**src/design/vnig_pkg.sv**
```systemverilog
// Shared types, constants and neighbour tables for the voxel neighbour index generator.
package vnig_pkg;

    localparam int COORD_BITS = 10;
    localparam int SIZE_W     = 11;
    localparam int IDX_W      = 30;
    localparam int CMD_W      = 3;
    localparam int EFF_W      = COORD_BITS + 1;
    localparam int SXY_W      = 2 * COORD_BITS + 1;
    localparam int TOT_W      = 3 * COORD_BITS + 1;
    localparam int CMP_W      = (TOT_W > IDX_W) ? TOT_W : IDX_W;
    localparam int DIV_W      = 3 * COORD_BITS;
    localparam int DIV_CNT_W  = $clog2(COORD_BITS + 1);
    localparam int NBR_MAX    = 27;
    localparam int NBR_IDX_W  = 5;
    localparam int CFG_IDX_W  = 2;
    localparam int QUEUE_DEPTH = 2;
    localparam int QPTR_W     = (QUEUE_DEPTH > 1) ? $clog2(QUEUE_DEPTH) : 1;
    localparam int QCNT_W     = $clog2(QUEUE_DEPTH + 1);
    localparam int S_DATA_W   = 32;
    localparam int S_USER_W   = CMD_W;
    localparam int M_DATA_W   = 32;
    localparam int M_USER_W   = 2;

    // modes
    localparam logic [CMD_W-1:0] MODE_FACES   = 3'd0;
    localparam logic [CMD_W-1:0] MODE_BOX     = 3'd1;
    localparam logic [CMD_W-1:0] MODE_RING_XY = 3'd2;
    localparam logic [CMD_W-1:0] MODE_RING_YZ = 3'd3;
    localparam logic [CMD_W-1:0] MODE_RING_XZ = 3'd4;

    // register indexes
    localparam logic [CFG_IDX_W-1:0] REG_SIZE_X = 2'd0;
    localparam logic [CFG_IDX_W-1:0] REG_SIZE_Y = 2'd1;
    localparam logic [CFG_IDX_W-1:0] REG_SIZE_Z = 2'd2;

    typedef enum logic [1:0] {
        D_ZERO = 2'd0,
        D_POS  = 2'd1,
        D_NEG  = 2'd2
    } dir_t;

    typedef struct packed {
        dir_t dx;
        dir_t dy;
        dir_t dz;
    } offs_t;

    typedef enum logic [2:0] {
        F_IDLE,
        F_MUL,
        F_TOT,
        F_CHK,
        F_DIVZ,
        F_DIVY,
        F_PUSH
    } front_state_t;

    typedef struct packed {
        logic                 start;
        logic [DIV_W-1:0]     num;
        logic [SXY_W-1:0]     den;
    } div_req_t;

    typedef struct packed {
        logic                  done;
        logic [COORD_BITS-1:0] quo;
        logic [DIV_W-1:0]      rem;
    } div_rsp_t;

    // one classified item as handed from front to back
    typedef struct packed {
        logic                 oog;
        logic [CMD_W-1:0]     cmd;
        logic [IDX_W-1:0]     idx;
        logic [NBR_MAX-1:0]   mask;
        logic [EFF_W-1:0]     sx;
        logic [SXY_W-1:0]     sxy;
    } job_t;

    // register value clamped to 1 .. 2^COORD_BITS
    function automatic logic [EFF_W-1:0] eff_size(logic [SIZE_W-1:0] r);
        logic [SIZE_W+EFF_W-1:0] v;
        logic [SIZE_W+EFF_W-1:0] lim;
        v   = (SIZE_W+EFF_W)'(r);
        lim = (SIZE_W+EFF_W)'(1) << COORD_BITS;
        if (v == '0) begin
            v = (SIZE_W+EFF_W)'(1);
        end
        if (v > lim) begin
            v = lim;
        end
        return EFF_W'(v);
    endfunction

    function automatic logic [NBR_IDX_W-1:0] nbr_count(logic [CMD_W-1:0] cmd);
        logic [NBR_IDX_W-1:0] n;
        case (cmd)
            MODE_FACES:   n = NBR_IDX_W'(6);
            MODE_BOX:     n = NBR_IDX_W'(27);
            MODE_RING_XY,
            MODE_RING_YZ,
            MODE_RING_XZ: n = NBR_IDX_W'(8);
            default:      n = '0;
        endcase
        return n;
    endfunction

    // eight-ring order, first coordinate in dx, second in dy
    function automatic offs_t ring_offs(logic [2:0] i);
        offs_t o;
        o = '{dx: D_ZERO, dy: D_ZERO, dz: D_ZERO};
        case (i)
            3'd0: o.dx = D_NEG;
            3'd1: begin o.dx = D_NEG;  o.dy = D_NEG; end
            3'd2: o.dy = D_NEG;
            3'd3: begin o.dx = D_POS;  o.dy = D_NEG; end
            3'd4: o.dx = D_POS;
            3'd5: begin o.dx = D_POS;  o.dy = D_POS; end
            3'd6: o.dy = D_POS;
            3'd7: begin o.dx = D_NEG;  o.dy = D_POS; end
            default: o.dx = D_ZERO;
        endcase
        return o;
    endfunction

    // in-layer order of the box
    function automatic offs_t box_offs(logic [3:0] i);
        offs_t o;
        o = '{dx: D_ZERO, dy: D_ZERO, dz: D_ZERO};
        case (i)
            4'd0: o.dx = D_ZERO;
            4'd1: o.dy = D_NEG;
            4'd2: o.dy = D_POS;
            4'd3: o.dx = D_NEG;
            4'd4: begin o.dx = D_NEG; o.dy = D_NEG; end
            4'd5: begin o.dx = D_NEG; o.dy = D_POS; end
            4'd6: o.dx = D_POS;
            4'd7: begin o.dx = D_POS; o.dy = D_NEG; end
            4'd8: begin o.dx = D_POS; o.dy = D_POS; end
            default: o.dx = D_ZERO;
        endcase
        return o;
    endfunction

    function automatic offs_t nbr_offs(logic [CMD_W-1:0] cmd, logic [NBR_IDX_W-1:0] k);
        offs_t o;
        offs_t r;
        o = '{dx: D_ZERO, dy: D_ZERO, dz: D_ZERO};
        r = ring_offs(k[2:0]);
        case (cmd)
            MODE_FACES: begin
                case (k)
                    NBR_IDX_W'(0): o.dx = D_NEG;
                    NBR_IDX_W'(1): o.dx = D_POS;
                    NBR_IDX_W'(2): o.dy = D_NEG;
                    NBR_IDX_W'(3): o.dy = D_POS;
                    NBR_IDX_W'(4): o.dz = D_NEG;
                    NBR_IDX_W'(5): o.dz = D_POS;
                    default:       o.dx = D_ZERO;
                endcase
            end
            MODE_BOX: begin
                // layers dz = 0, -1, +1
                if (k < NBR_IDX_W'(9)) begin
                    o = box_offs(k[3:0]);
                end else if (k < NBR_IDX_W'(18)) begin
                    o    = box_offs(4'(k - NBR_IDX_W'(9)));
                    o.dz = D_NEG;
                end else begin
                    o    = box_offs(4'(k - NBR_IDX_W'(18)));
                    o.dz = D_POS;
                end
            end
            MODE_RING_XY: begin
                o.dx = r.dx;
                o.dy = r.dy;
            end
            MODE_RING_YZ: begin
                o.dz = r.dx;
                o.dy = r.dy;
            end
            MODE_RING_XZ: begin
                o.dz = r.dx;
                o.dx = r.dy;
            end
            default: o.dx = D_ZERO;
        endcase
        return o;
    endfunction

    function automatic logic coord_ok(dir_t d, logic [COORD_BITS-1:0] c,
                                      logic [EFF_W-1:0] s);
        logic ok;
        case (d)
            D_NEG:   ok = (c != '0);
            D_POS:   ok = ((EFF_W'(c) + EFF_W'(1)) < s);
            D_ZERO:  ok = 1'b1;
            default: ok = 1'b0;
        endcase
        return ok;
    endfunction

    function automatic logic nbr_in_grid(logic [CMD_W-1:0] cmd, logic [NBR_IDX_W-1:0] k,
                                         logic [COORD_BITS-1:0] x,
                                         logic [COORD_BITS-1:0] y,
                                         logic [COORD_BITS-1:0] z,
                                         logic [EFF_W-1:0] sx,
                                         logic [EFF_W-1:0] sy,
                                         logic [EFF_W-1:0] sz);
        offs_t o;
        o = nbr_offs(cmd, k);
        return (k < nbr_count(cmd)) && coord_ok(o.dx, x, sx) &&
               coord_ok(o.dy, y, sy) && coord_ok(o.dz, z, sz);
    endfunction

endpackage

```
**src/design/vnig_div.sv**
```systemverilog
// Restoring divider, one quotient bit per cycle, quotient known to fit COORD_BITS.
module vnig_div (
    input  logic               aclk,
    input  logic               aresetn,
    input  vnig_pkg::div_req_t req,
    output vnig_pkg::div_rsp_t rsp
);

    logic                                busy_reg;
    logic                                done_reg;
    logic [vnig_pkg::DIV_CNT_W-1:0]      cnt_reg;
    logic [vnig_pkg::DIV_W-1:0]          rem_reg;
    logic [vnig_pkg::DIV_W-1:0]          dsh_reg;
    logic [vnig_pkg::COORD_BITS-1:0]     quo_reg;
    logic                                ge;
    logic [vnig_pkg::DIV_W-1:0]          diff;

    assign ge   = (rem_reg >= dsh_reg);
    assign diff = rem_reg - dsh_reg;

    always_ff @(posedge aclk) begin
        if (!aresetn) begin
            busy_reg <= 1'b0;
            done_reg <= 1'b0;
            cnt_reg  <= '0;
        end else if (req.start) begin
            busy_reg <= 1'b1;
            done_reg <= 1'b0;
            cnt_reg  <= vnig_pkg::DIV_CNT_W'(vnig_pkg::COORD_BITS);
        end else if (busy_reg) begin
            cnt_reg <= cnt_reg - vnig_pkg::DIV_CNT_W'(1);
            if (cnt_reg == vnig_pkg::DIV_CNT_W'(1)) begin
                busy_reg <= 1'b0;
                done_reg <= 1'b1;
            end
        end else begin
            done_reg <= 1'b0;
        end
    end

    always_ff @(posedge aclk) begin
        if (req.start) begin
            rem_reg <= req.num;
            // divisor aligned to the top quotient bit
            dsh_reg <= vnig_pkg::DIV_W'(req.den) << (vnig_pkg::COORD_BITS - 1);
            quo_reg <= '0;
        end else if (busy_reg) begin
            if (ge) begin
                rem_reg <= diff;
            end
            dsh_reg <= dsh_reg >> 1;
            quo_reg <= {quo_reg[vnig_pkg::COORD_BITS-2:0], ge};
        end
    end

    assign rsp.done = done_reg;
    assign rsp.quo  = quo_reg;
    assign rsp.rem  = rem_reg;

endmodule

```
**src/design/vnig_front.sv**
```systemverilog
// Front end: accepts items, checks the grid bound, splits the index into x, y, z, builds the mask.
module vnig_front (
    input  logic                             aclk,
    input  logic                             aresetn,
    input  logic                             s_tvalid,
    output logic                             s_tready,
    input  logic [vnig_pkg::CMD_W-1:0]       s_cmd,
    input  logic [vnig_pkg::IDX_W-1:0]       s_point_index,
    input  logic [vnig_pkg::SIZE_W-1:0]      size_x,
    input  logic [vnig_pkg::SIZE_W-1:0]      size_y,
    input  logic [vnig_pkg::SIZE_W-1:0]      size_z,
    output logic                             job_valid,
    input  logic                             job_ready,
    output vnig_pkg::job_t                   job
);

    vnig_pkg::front_state_t               state_reg;
    vnig_pkg::front_state_t               state_next;
    logic [vnig_pkg::CMD_W-1:0]           cmd_reg;
    logic [vnig_pkg::IDX_W-1:0]           idx_reg;
    logic [vnig_pkg::EFF_W-1:0]           sx_reg;
    logic [vnig_pkg::EFF_W-1:0]           sy_reg;
    logic [vnig_pkg::EFF_W-1:0]           sz_reg;
    logic [vnig_pkg::SXY_W-1:0]           sxy_reg;
    logic [vnig_pkg::TOT_W-1:0]           tot_reg;
    logic                                 oog_reg;
    logic [vnig_pkg::COORD_BITS-1:0]      x_reg;
    logic [vnig_pkg::COORD_BITS-1:0]      y_reg;
    logic [vnig_pkg::COORD_BITS-1:0]      z_reg;
    logic                                 oog_c;
    logic                                 accept;
    logic [vnig_pkg::NBR_MAX-1:0]         mask_c;
    vnig_pkg::div_req_t                   div_req;
    vnig_pkg::div_rsp_t                   div_rsp;

    vnig_div u_div (
        .aclk    (aclk),
        .aresetn (aresetn),
        .req     (div_req),
        .rsp     (div_rsp)
    );

    assign oog_c  = (vnig_pkg::CMP_W'(idx_reg) >= vnig_pkg::CMP_W'(tot_reg));
    assign accept = s_tvalid && s_tready;

    // next state
    always_comb begin
        state_next = state_reg;
        case (state_reg)
            vnig_pkg::F_IDLE: if (s_tvalid) state_next = vnig_pkg::F_MUL;
            vnig_pkg::F_MUL:  state_next = vnig_pkg::F_TOT;
            vnig_pkg::F_TOT:  state_next = vnig_pkg::F_CHK;
            vnig_pkg::F_CHK:  state_next = oog_c ? vnig_pkg::F_PUSH : vnig_pkg::F_DIVZ;
            vnig_pkg::F_DIVZ: if (div_rsp.done) state_next = vnig_pkg::F_DIVY;
            vnig_pkg::F_DIVY: if (div_rsp.done) state_next = vnig_pkg::F_PUSH;
            vnig_pkg::F_PUSH: begin
                if (job_ready) begin
                    state_next = s_tvalid ? vnig_pkg::F_MUL : vnig_pkg::F_IDLE;
                end
            end
            default: state_next = vnig_pkg::F_IDLE;
        endcase
    end

    // outputs
    always_comb begin
        s_tready    = 1'b0;
        job_valid   = 1'b0;
        div_req     = '{start: 1'b0, num: '0, den: '0};
        case (state_reg)
            vnig_pkg::F_IDLE: s_tready = 1'b1;
            vnig_pkg::F_CHK: begin
                // z = idx / (sx*sy)
                div_req.start = !oog_c;
                div_req.num   = vnig_pkg::DIV_W'(vnig_pkg::CMP_W'(idx_reg));
                div_req.den   = sxy_reg;
            end
            vnig_pkg::F_DIVZ: begin
                // y = rem / sx, x = remainder
                div_req.start = div_rsp.done;
                div_req.num   = div_rsp.rem;
                div_req.den   = vnig_pkg::SXY_W'(sx_reg);
            end
            vnig_pkg::F_PUSH: begin
                job_valid = 1'b1;
                s_tready  = job_ready;
            end
            default: s_tready = 1'b0;
        endcase
    end

    always_ff @(posedge aclk) begin
        if (!aresetn) begin
            state_reg <= vnig_pkg::F_IDLE;
        end else begin
            state_reg <= state_next;
        end
    end

    always_ff @(posedge aclk) begin
        if (accept) begin
            cmd_reg <= s_cmd;
            idx_reg <= s_point_index;
            sx_reg  <= vnig_pkg::eff_size(size_x);
            sy_reg  <= vnig_pkg::eff_size(size_y);
            sz_reg  <= vnig_pkg::eff_size(size_z);
        end
        if (state_reg == vnig_pkg::F_MUL) begin
            sxy_reg <= vnig_pkg::SXY_W'(sx_reg * sy_reg);
        end
        if (state_reg == vnig_pkg::F_TOT) begin
            tot_reg <= vnig_pkg::TOT_W'(sxy_reg * sz_reg);
        end
        if (state_reg == vnig_pkg::F_CHK) begin
            oog_reg <= oog_c;
        end
        if (state_reg == vnig_pkg::F_DIVZ && div_rsp.done) begin
            z_reg <= div_rsp.quo;
        end
        if (state_reg == vnig_pkg::F_DIVY && div_rsp.done) begin
            y_reg <= div_rsp.quo;
            x_reg <= vnig_pkg::COORD_BITS'(div_rsp.rem);
        end
    end

    // one bit per candidate of the mode's list
    always_comb begin
        for (int k = 0; k < vnig_pkg::NBR_MAX; k++) begin
            mask_c[k] = vnig_pkg::nbr_in_grid(cmd_reg, vnig_pkg::NBR_IDX_W'(k),
                                              x_reg, y_reg, z_reg,
                                              sx_reg, sy_reg, sz_reg);
        end
    end

    assign job.oog  = oog_reg;
    assign job.cmd  = cmd_reg;
    assign job.idx  = idx_reg;
    assign job.mask = oog_reg ? '0 : mask_c;
    assign job.sx   = sx_reg;
    assign job.sxy  = sxy_reg;

`ifndef SYNTHESIS
    a_div_done_when_waiting: assert property (@(posedge aclk) disable iff (!aresetn)
        div_rsp.done |-> (state_reg == vnig_pkg::F_DIVZ || state_reg == vnig_pkg::F_DIVY))
        else $error("divider result arrived outside a divide step");
`endif

endmodule

```
**src/design/vnig_queue.sv**
```systemverilog
// Short queue of classified items between front and back.
module vnig_queue (
    input  logic           aclk,
    input  logic           aresetn,
    input  logic           push_valid,
    output logic           push_ready,
    input  vnig_pkg::job_t push_job,
    output logic           pop_valid,
    input  logic           pop_ready,
    output vnig_pkg::job_t pop_job
);

    vnig_pkg::job_t                  entries_reg [vnig_pkg::QUEUE_DEPTH];
    logic [vnig_pkg::QPTR_W-1:0]     wr_ptr_reg;
    logic [vnig_pkg::QPTR_W-1:0]     rd_ptr_reg;
    logic [vnig_pkg::QCNT_W-1:0]     cnt_reg;
    logic [vnig_pkg::QCNT_W-1:0]     cnt_next;
    logic                            push;
    logic                            pop;

    assign push_ready = (cnt_reg != vnig_pkg::QCNT_W'(vnig_pkg::QUEUE_DEPTH));
    assign pop_valid  = (cnt_reg != '0);
    assign push       = push_valid && push_ready;
    assign pop        = pop_valid && pop_ready;
    assign pop_job    = entries_reg[rd_ptr_reg];

    always_comb begin
        cnt_next = cnt_reg;
        if (push && !pop) begin
            cnt_next = cnt_reg + vnig_pkg::QCNT_W'(1);
        end else if (pop && !push) begin
            cnt_next = cnt_reg - vnig_pkg::QCNT_W'(1);
        end
    end

    always_ff @(posedge aclk) begin
        if (!aresetn) begin
            wr_ptr_reg <= '0;
            rd_ptr_reg <= '0;
            cnt_reg    <= '0;
        end else begin
            cnt_reg <= cnt_next;
            if (push) begin
                wr_ptr_reg <= (wr_ptr_reg == vnig_pkg::QPTR_W'(vnig_pkg::QUEUE_DEPTH - 1)) ?
                              '0 : wr_ptr_reg + vnig_pkg::QPTR_W'(1);
            end
            if (pop) begin
                rd_ptr_reg <= (rd_ptr_reg == vnig_pkg::QPTR_W'(vnig_pkg::QUEUE_DEPTH - 1)) ?
                              '0 : rd_ptr_reg + vnig_pkg::QPTR_W'(1);
            end
        end
    end

    always_ff @(posedge aclk) begin
        if (push) begin
            entries_reg[wr_ptr_reg] <= push_job;
        end
    end

`ifndef SYNTHESIS
    a_cnt_bounded: assert property (@(posedge aclk) disable iff (!aresetn)
        cnt_reg <= vnig_pkg::QCNT_W'(vnig_pkg::QUEUE_DEPTH))
        else $error("queue count beyond depth");
`endif

endmodule

```
**src/design/vnig_back.sv**
```systemverilog
// Back end: walks the candidate mask into the output register, one index per unstalled cycle.
module vnig_back (
    input  logic                              aclk,
    input  logic                              aresetn,
    input  logic                              job_valid,
    output logic                              job_ready,
    input  vnig_pkg::job_t                    job,
    output logic                              m_tvalid,
    input  logic                              m_tready,
    output logic [vnig_pkg::M_DATA_W-1:0]     m_tdata,
    output logic [vnig_pkg::M_USER_W-1:0]     m_tuser,
    output logic                              m_tlast
);

    logic [vnig_pkg::NBR_MAX-1:0]     done_reg;
    logic [vnig_pkg::NBR_MAX-1:0]     rem;
    logic [vnig_pkg::NBR_MAX-1:0]     pick;
    logic [vnig_pkg::NBR_IDX_W-1:0]   k;
    logic                             marker;
    logic                             last;
    logic                             load;
    vnig_pkg::offs_t                  offs;
    logic [vnig_pkg::CMP_W-1:0]       step_x;
    logic [vnig_pkg::CMP_W-1:0]       step_y;
    logic [vnig_pkg::CMP_W-1:0]       step_z;
    logic [vnig_pkg::CMP_W-1:0]       sum;
    logic                             m_valid_reg;
    logic [vnig_pkg::IDX_W-1:0]       m_idx_reg;
    logic                             m_present_reg;
    logic                             m_oog_reg;
    logic                             m_last_reg;

    assign rem    = job.mask & ~done_reg;
    assign pick   = rem & (~rem + vnig_pkg::NBR_MAX'(1));   // lowest pending candidate
    assign marker = job.oog || (job.mask == '0);
    assign last   = marker || ((rem & ~pick) == '0);
    assign load   = job_valid && (!m_valid_reg || m_tready);
    assign job_ready = load && last;

    always_comb begin
        k = '0;
        for (int i = 0; i < vnig_pkg::NBR_MAX; i++) begin
            if (pick[i]) begin
                k = vnig_pkg::NBR_IDX_W'(i);
            end
        end
    end

    assign offs = vnig_pkg::nbr_offs(job.cmd, k);

    // idx + dx + dy*sx + dz*sx*sy
    always_comb begin
        case (offs.dx)
            vnig_pkg::D_NEG: step_x = '1;
            vnig_pkg::D_POS: step_x = vnig_pkg::CMP_W'(1);
            default:         step_x = '0;
        endcase
        case (offs.dy)
            vnig_pkg::D_NEG: step_y = '0 - vnig_pkg::CMP_W'(job.sx);
            vnig_pkg::D_POS: step_y = vnig_pkg::CMP_W'(job.sx);
            default:         step_y = '0;
        endcase
        case (offs.dz)
            vnig_pkg::D_NEG: step_z = '0 - vnig_pkg::CMP_W'(job.sxy);
            vnig_pkg::D_POS: step_z = vnig_pkg::CMP_W'(job.sxy);
            default:         step_z = '0;
        endcase
    end

    assign sum = vnig_pkg::CMP_W'(job.idx) + step_x + step_y + step_z;

    always_ff @(posedge aclk) begin
        if (!aresetn) begin
            m_valid_reg <= 1'b0;
            done_reg    <= '0;
        end else begin
            if (load) begin
                m_valid_reg <= 1'b1;
                done_reg    <= last ? '0 : (done_reg | pick);
            end else if (m_tready) begin
                m_valid_reg <= 1'b0;
            end
        end
    end

    always_ff @(posedge aclk) begin
        if (load) begin
            m_idx_reg     <= marker ? '0 : vnig_pkg::IDX_W'(sum);
            m_present_reg <= !marker;
            m_oog_reg     <= job.oog;
            m_last_reg    <= last;
        end
    end

    assign m_tvalid = m_valid_reg;
    assign m_tdata  = vnig_pkg::M_DATA_W'(m_idx_reg);
    assign m_tuser  = {m_oog_reg, m_present_reg};
    assign m_tlast  = m_last_reg;

`ifndef SYNTHESIS
    a_one_candidate: assert property (@(posedge aclk) disable iff (!aresetn)
        (load && !marker) |-> $onehot(pick))
        else $error("no single candidate picked for a neighbour result");
    a_pop_on_last: assert property (@(posedge aclk) disable iff (!aresetn)
        job_ready |=> (m_tvalid && m_tlast))
        else $error("item released without a final result");
`endif

endmodule

```
**src/design/voxel_neighbour_index_generator.sv**
```systemverilog
// Top level of the voxel neighbour index generator: config registers, front, queue, back.
//
//  channel   dir  handshake              payload
//  s_        in   s_tvalid / s_tready    s_tdata: point_index; s_tuser: cmd
//  m_        out  m_tvalid / m_tready    m_tdata: neighbour_index;
//                                        m_tuser: present, out_of_grid; m_tlast: last
//  cfg_      in   cfg_valid / cfg_ready  cfg_index: register, cfg_data: value
//
// Front: an in-grid item makes the two passes of the bit-serial divider, z first and then y, x;
//   an index outside the grid skips them. The front takes no new item until the last is queued.
// Back: one result per cycle while the output is not stalled, 1 to 27 results per item.
// The front and the back work on different items at once; a 2-item queue decouples them.
// Reset is synchronous on aresetn low; sizes reset to 1. No clearing pass.
// m_tready low holds the output register; the back and then the front stall behind it.
module voxel_neighbour_index_generator (
    input  logic                              aclk,
    input  logic                              aresetn,
    // input items
    input  logic                              s_tvalid,
    output logic                              s_tready,
    input  logic [vnig_pkg::S_DATA_W-1:0]     s_tdata,   // [29:0] point_index, [31:30] zero
    input  logic [vnig_pkg::S_USER_W-1:0]     s_tuser,   // [2:0] cmd
    // result items
    output logic                              m_tvalid,
    input  logic                              m_tready,
    output logic [vnig_pkg::M_DATA_W-1:0]     m_tdata,   // [29:0] neighbour_index, [31:30] zero
    output logic [vnig_pkg::M_USER_W-1:0]     m_tuser,   // [0] present, [1] out_of_grid
    output logic                              m_tlast,
    // register writes
    input  logic                              cfg_valid,
    output logic                              cfg_ready,
    input  logic [vnig_pkg::CFG_IDX_W-1:0]    cfg_index,
    input  logic [vnig_pkg::SIZE_W-1:0]       cfg_data
);

    logic [vnig_pkg::SIZE_W-1:0] size_x_reg;
    logic [vnig_pkg::SIZE_W-1:0] size_y_reg;
    logic [vnig_pkg::SIZE_W-1:0] size_z_reg;
    logic                        fq_valid;
    logic                        fq_ready;
    vnig_pkg::job_t              fq_job;
    logic                        qb_valid;
    logic                        qb_ready;
    vnig_pkg::job_t              qb_job;

    // writes are always taken; an index past the last register is dropped
    assign cfg_ready = 1'b1;

    always_ff @(posedge aclk) begin
        if (!aresetn) begin
            size_x_reg <= vnig_pkg::SIZE_W'(1);
            size_y_reg <= vnig_pkg::SIZE_W'(1);
            size_z_reg <= vnig_pkg::SIZE_W'(1);
        end else if (cfg_valid && cfg_ready) begin
            case (cfg_index)
                vnig_pkg::REG_SIZE_X: size_x_reg <= cfg_data;
                vnig_pkg::REG_SIZE_Y: size_y_reg <= cfg_data;
                vnig_pkg::REG_SIZE_Z: size_z_reg <= cfg_data;
                default: ;
            endcase
        end
    end

    vnig_front u_front (
        .aclk          (aclk),
        .aresetn       (aresetn),
        .s_tvalid      (s_tvalid),
        .s_tready      (s_tready),
        .s_cmd         (s_tuser),
        .s_point_index (s_tdata[vnig_pkg::IDX_W-1:0]),
        .size_x        (size_x_reg),
        .size_y        (size_y_reg),
        .size_z        (size_z_reg),
        .job_valid     (fq_valid),
        .job_ready     (fq_ready),
        .job           (fq_job)
    );

    vnig_queue u_queue (
        .aclk       (aclk),
        .aresetn    (aresetn),
        .push_valid (fq_valid),
        .push_ready (fq_ready),
        .push_job   (fq_job),
        .pop_valid  (qb_valid),
        .pop_ready  (qb_ready),
        .pop_job    (qb_job)
    );

    vnig_back u_back (
        .aclk      (aclk),
        .aresetn   (aresetn),
        .job_valid (qb_valid),
        .job_ready (qb_ready),
        .job       (qb_job),
        .m_tvalid  (m_tvalid),
        .m_tready  (m_tready),
        .m_tdata   (m_tdata),
        .m_tuser   (m_tuser),
        .m_tlast   (m_tlast)
    );

endmodule
```
**config.mk**
```make
export PLATFORM = sky130hd
export DESIGN_NAME = voxel_neighbour_index_generator
export DESIGN_NICKNAME = d
export VERILOG_FILES = /design/src/design/vnig_pkg.sv /design/src/design/vnig_div.sv /design/src/design/vnig_front.sv /design/src/design/vnig_queue.sv /design/src/design/vnig_back.sv /design/src/design/voxel_neighbour_index_generator.sv
export SDC_FILE = /design/constraint.sdc
export NUM_CORES = 2
export LEC_CHECK = 0
export ABC_AREA = 0
export BUFFER_PORTS_ARGS = -buffer_cell sky130_fd_sc_hd__buf_4
export CAP_MARGIN = 20
export CORE_ASPECT_RATIO = 0.7
export CORE_UTILIZATION = 48
export CTS_BUF_LIST = sky130_fd_sc_hd__clkbuf_16
export DETAILED_ROUTE_END_ITERATION = 12
export HOLD_SLACK_MARGIN = 0.15
export SLEW_MARGIN = 20
export SYNTH_ARGS = -nofsm -noshare
export SYNTH_HDL_FRONTEND = slang
export SYNTH_SLANG_ARGS = --single-unit
```
**constraint.sdc**
```tcl
create_clock -name aclk -period 13.7 [get_ports aclk]
set_input_delay 2.74 -clock aclk [delete_from_list [all_inputs] [get_ports aclk]]
set_output_delay 2.74 -clock aclk [all_outputs]
set_load 0.05 [all_outputs]
```
# ---- Word-level counts from Yosys, hierarchy flattened
# Memory sizes are Yosys's and may differ from the RTL's. A register that Yosys moved wholly into a read port is not among the register bits.
# Cells that the tools add are included.
dict set report totals {
  register_bits 326
  ramBits 186
  in_bits 53
  n_memories 1
}
dict set report classes {
  addsub 17
  n_mul 2
  n_lt_le_gt_ge 37
  n_eq_ne 133
  n_mux 154
  bitwise 9
  reduce_logical 182
}
# memory words word_bits read_ports rd_ports_with_merged_regs write_ports line_no
set mem_list {}
lappend mem_list {u_queue.entries_reg 2 93 1 1 1 vnig_queue.sv:13} ;# vnig_pkg::job_t entries_reg [vnig_pkg::QUEUE_DEPTH];
# op count
set op_table {}
lappend op_table {{30-bit one-hot mux with 2 select lines} 3}
lappend op_table {{30-bit 2-to-1 mux} 5}
lappend op_table {{2-bit one-hot mux with 2 select lines} 29}
lappend op_table {{1-bit one-hot mux with 3 select lines} 36}
lappend op_table {{52-bit one-hot mux with 2 select lines} 1}
lappend op_table {{30-bit adder} 3}
lappend op_table {{1-bit logical AND} 85}
lappend op_table {{27-bit AND} 3}
lappend op_table {{27-bit NOT} 3}
lappend op_table {{2-bit logical NOT} 35}
lappend op_table {{22-bit by 11-bit > comparator with 1-bit output, second input constant} 3}
lappend op_table {{22-bit 2-to-1 mux} 3}
lappend op_table {{3-bit OR reduction} 22}
lappend op_table {{2-bit by 1-bit equality test with 1-bit output, second input constant} 32}
lappend op_table {{2-bit equality test, second input constant} 32}
lappend op_table {{5-bit < comparator, first input constant} 11}
lappend op_table {{5-bit 2-to-1 mux} 11}
lappend op_table {{27-bit logical NOT} 2}
lappend op_table {{27-bit 2-to-1 mux} 2}
lappend op_table {{4-bit by 3-bit equality test with 1-bit output, second input constant} 12}
lappend op_table {{4-bit by 5-bit < comparator with 1-bit output, first input constant} 8}
lappend op_table {{4-bit 2-to-1 mux} 10}
lappend op_table {{10-bit by 1-bit adder with 11-bit output, second input constant} 3}
lappend op_table {{11-bit logical NOT} 3}
lappend op_table {{55 further kinds} 177}

# ---- Logic depth before layout (Yosys ltp)
dict set report logic_depth {
  ltp_word 43
  mapped_depth 40
  mapped_depth_nobuf 34
}

# ---- By module
# Synthesis repeated with hierarchy kept, for this count alone.
dict set report unflattened {
  cells_unflattened 3991
  area_unflattened_um2 40513.9
}
# mod n_inst cells_per_inst area_per_inst_um2 seq_area_each_um2
set by_module_without_submodules {}
lappend by_module_without_submodules {vnig_front 1 2076 19423.6 4534.3}
lappend by_module_without_submodules {vnig_back 1 938 7793.7 1551.5}
lappend by_module_without_submodules {vnig_queue 1 313 6971.7 5685.5}
lappend by_module_without_submodules {vnig_div 1 541 5068.6 2031.9}
lappend by_module_without_submodules {voxel_neighbour_index_generator 1 123 1256.2 660.6}

# ---- Least setup slack after synthesis
# No wires, ideal clock.
dict set report synth_path {
  kind {reg-to-reg}
  from {register (tool-made name)}
  to {register u_back.m_idx_reg[29] (netlist name) (data pin)}
  setup_ns 0.266
  arrival_ns 7.774
  required_ns 13.434
  setup_slack_ns 5.660
  stages_incl_launch_ff 35
  n_path_buf 3
  cell_sequence {dfxtp_1 buf_6 buf_8 mux2_2 a22oi_1 nand2_1 or4_1 o2111ai_2 a31oi_2 buf_2 ha_1 inv_1 nor2_1 xor2_1 mux2_2 a31oi_1 nand3_1 o211ai_1 ha_1 o31ai_2 inv_1 fa_1 inv_1 fa_1 inv_1 ha_1 a211o_1 o21ai_0 a31oi_1 a41oi_1 o21ai_0 o41ai_1 o21ai_0 xnor2_1 nor2_1}
}
# item line_no
set synth_rtl {}
lappend synth_rtl {{end signal: assignment} vnig_back.sv:88} ;# m_idx_reg <= marker ? '0 : vnig_pkg::IDX_W'(sum);
lappend synth_rtl {{end: declaration} vnig_back.sv:28} ;# logic [vnig_pkg::IDX_W-1:0] m_idx_reg;

==> key figures <==
GRT
  – Initial antenna violation count: 4
  – Vias in the first global route: 25,661
  – First-pass GRT wire length: 149,300 µm
  – Gr usage total: 0.2364
  – GR Overflow Total: 0
  – Pin count of the biggest net entering global routing: 91

Die
  – Starting Density: 0.4877
  – Area of the die: 0.08151 mm²
  – Chip Height: 239.2 µm
  – Rows: 86
  – Ports: 91
  – Die Wd: 340.8 µm
  – Core box area: 0.07909 mm²

Finish
  – Post-Route Utilization: 0.5299
  – Non-Filler Instances: 4,867
  – FF+latch area: 0.01447 mm²
  – Area of the multi-input gates: 0.02177 mm²
  – Layout cells sized above 1: 0.08136
  – # nets final: 4,390
  – Area added between synthesis and finish: 8.665%
  – Max reg flops: 186
  – Fillers: 7,154

Clock network
  – CTS tree: yes
  – Clk sink count: 513
  – TritonCTS buffer count: 53
  – CTS H-Tree Depth: 2
  – Resize count post-CTS: 0
  – Post-CTS Setup Bufs: 0
  – CTS Hold Bufs: 0
  – Clk slew on worst S/H paths: 60 ps
  – Skew-Pair Late Insertion Delay: 630 ps
  – Root buffer cell: clkbuf_16
  – CTS max path bufs: 3

Synth
  – Seq/Total Area, Yosys: 0.3750
  – Synth Cell Area: 0.03857 mm²
  – Yosys top cell area share: 0.3262
  – Distinct cells, synth: 100
  – Post-synthesis async set-or-reset flop share: 0
  – Synth Warn #: 0
  – Main area contributors after synthesis: edfxtp_1 (33%), fa_1 (16%), ha_1 (8.5%), dfxtp_1 (4.9%), inv_1 (4.4%)
  – Count leader, synth: inv_1
  – Cell count after synthesis: 3,726
  – Mean area per synthesized cell: 10.35 µm²
  – Ys flop type: edfxtp_1
  – Post-synth EDFFs: 419
  – Synth Register Bits: 513
  – Most instantiated cells after synthesis: inv_1 (456), edfxtp_1 (419), nor2_1 (337)
  – Area leader, netlist: edfxtp_1

Worst setup path
  – CP endpoint kind: flop
  – Critical path peak fanout: 73
  – Worst EP required: 14,040 ps
  – Crit-path max cell delay: 750 ps
  – WS Path Type: reg -> reg
  – Slowest CP cell: buf_4
  – Crit path DAT: 10,500 ps
  – Setup crit start kind: flop

STA
  – Worst-margin pin slew: 1050 ps
  – Post-route setup TNS: 0 ps
  – Unrepaired setup endpoints after global routing: false
  – Fmax: 98.48 MHz
  – Slew headroom: 0.3000
  – Final Hold Fails: 0
  – Setup Skew: 32.63 ps
  – Max-slew violations: 0
  – Fin crit period: 10,150 ps
  – Final setup viols: 0
  – Final Cycle Share: 0.7412

Placement
  – Placed cell count: 4,768
  – HPWL Detailed: 71,140 µm
  – GPL Wtd Cong: 0.8877
  – Port bufs: 85

Routing
  – Remaining antenna violation count: 0
  – Vias: 26,668
  – DRT iter0 DRCs: 1,911
  – Drt pass-1 iters: 6
  – DRC: 0
  – WL per Instance: 19.51 µm
  – Drt via density: 5.479
  – Total wire length: 94,950 µm

Run
  – Max-cap violations: 0

Outcome
  – Run status: completed

Min path
  – Hold Path Class: reg -> reg
[layer usage]
layer,vias to the layer above,track usage,routed length [µm]
li1,12821,-,-
met1,12997,0.3740,48090
met2,759,0.3344,38340
met3,91,0.03880,6833
met4,0,0.05381,1683
met5,-,0,0
[layout by cell type (no fill, tap or decap), types with 22 or more instances in the layout]
cell	synthesis	layout
nor2_1	337	336
mux2i_1	102	102
and2_1	124	122
dfxtp_1	94	93
nand3_1	84	84
nor2b_1	53	53
a21o_1	44	43
o21ai_0	125	125
ha_1	262	262
xnor2_1	101	101
nor4_1	28	28
o21a_1	37	37
nor3_1	55	53
nand2_1	319	317
xor2_1	53	53
fa_1	307	307
and3_1	22	22
mux2_2	48	48
clkbuf_16	0	53
a21oi_1	131	131
a31oi_1	31	31
inv_1	456	463
a22oi_1	33	33
edfxtp_1	419	419
buf_4	6	126
[final timing paths]
| path | cells past startpoint | startpoint | end | slack [ps] |
|---|---|---|---|---|
| worst max-delay path | 33 | flop | u_back.m_idx_reg[29] | 3550 |
| worst max register to register | 33 | flop | u_back.m_idx_reg[29] | 3550 |
| worst min register to register | 0 | u_front.u_div.rem_reg[0] | u_front.x_reg[0] | 450 |
| worst min-delay path | 0 | u_front.u_div.rem_reg[0] | u_front.x_reg[0] | 450 |
[cell type report]
type                    count  area share
well taps                1056     0.03153
diodes                      1  0.00005971
multi-input cells        2605      0.5193
clock buffers              53     0.03164
repair buffers            127     0.02305
clock inverters            44    0.007284
inverters                 468     0.04191
flip-flops and latches    513      0.3452
[metrics by stage]
step	hold slack, ps	area [µm²]	worst slack, ps
after global routing	461.0	41910	2698
final	451.1	41910	3545
after floorplan	424.9	38570	5660
after global placement	443.8	40250	3667
after CTS	451.6	41880	3496
after detailed placement	439.2	40250	3565
[critical path, delay by kind of cell, from the launching register on]
| kind | cells | cell delay, ps |
|---|---|---|
| adder cells (fa/ha/maj) | 5 | 1990 |
| multiplexers | 2 | 840 |
| XOR/XNOR | 2 | 440 |
| buffers and inverters | 5 | 1630 |
| AND/OR/NAND/NOR | 5 | 1470 |
| AO/OA/AOI/OAI | 14 | 3090 |
| flip-flops | 1 | 370 |
[kinds of logic after synthesis]
group           count (synthesis)  synth area share
flops                         513            0.3750
simple gates                 1134            0.1396
compound gates                588            0.1012
buf+inv                       609           0.06183
other cells                     2         0.0001947
xor+xnor                      154           0.03497
mux                           154           0.04204
fa+ha+maj                     572            0.2451
Power is left out: the tool's default activity adds up to more than one toggle a clock period on the data nets, which glitch-free logic cannot reach.
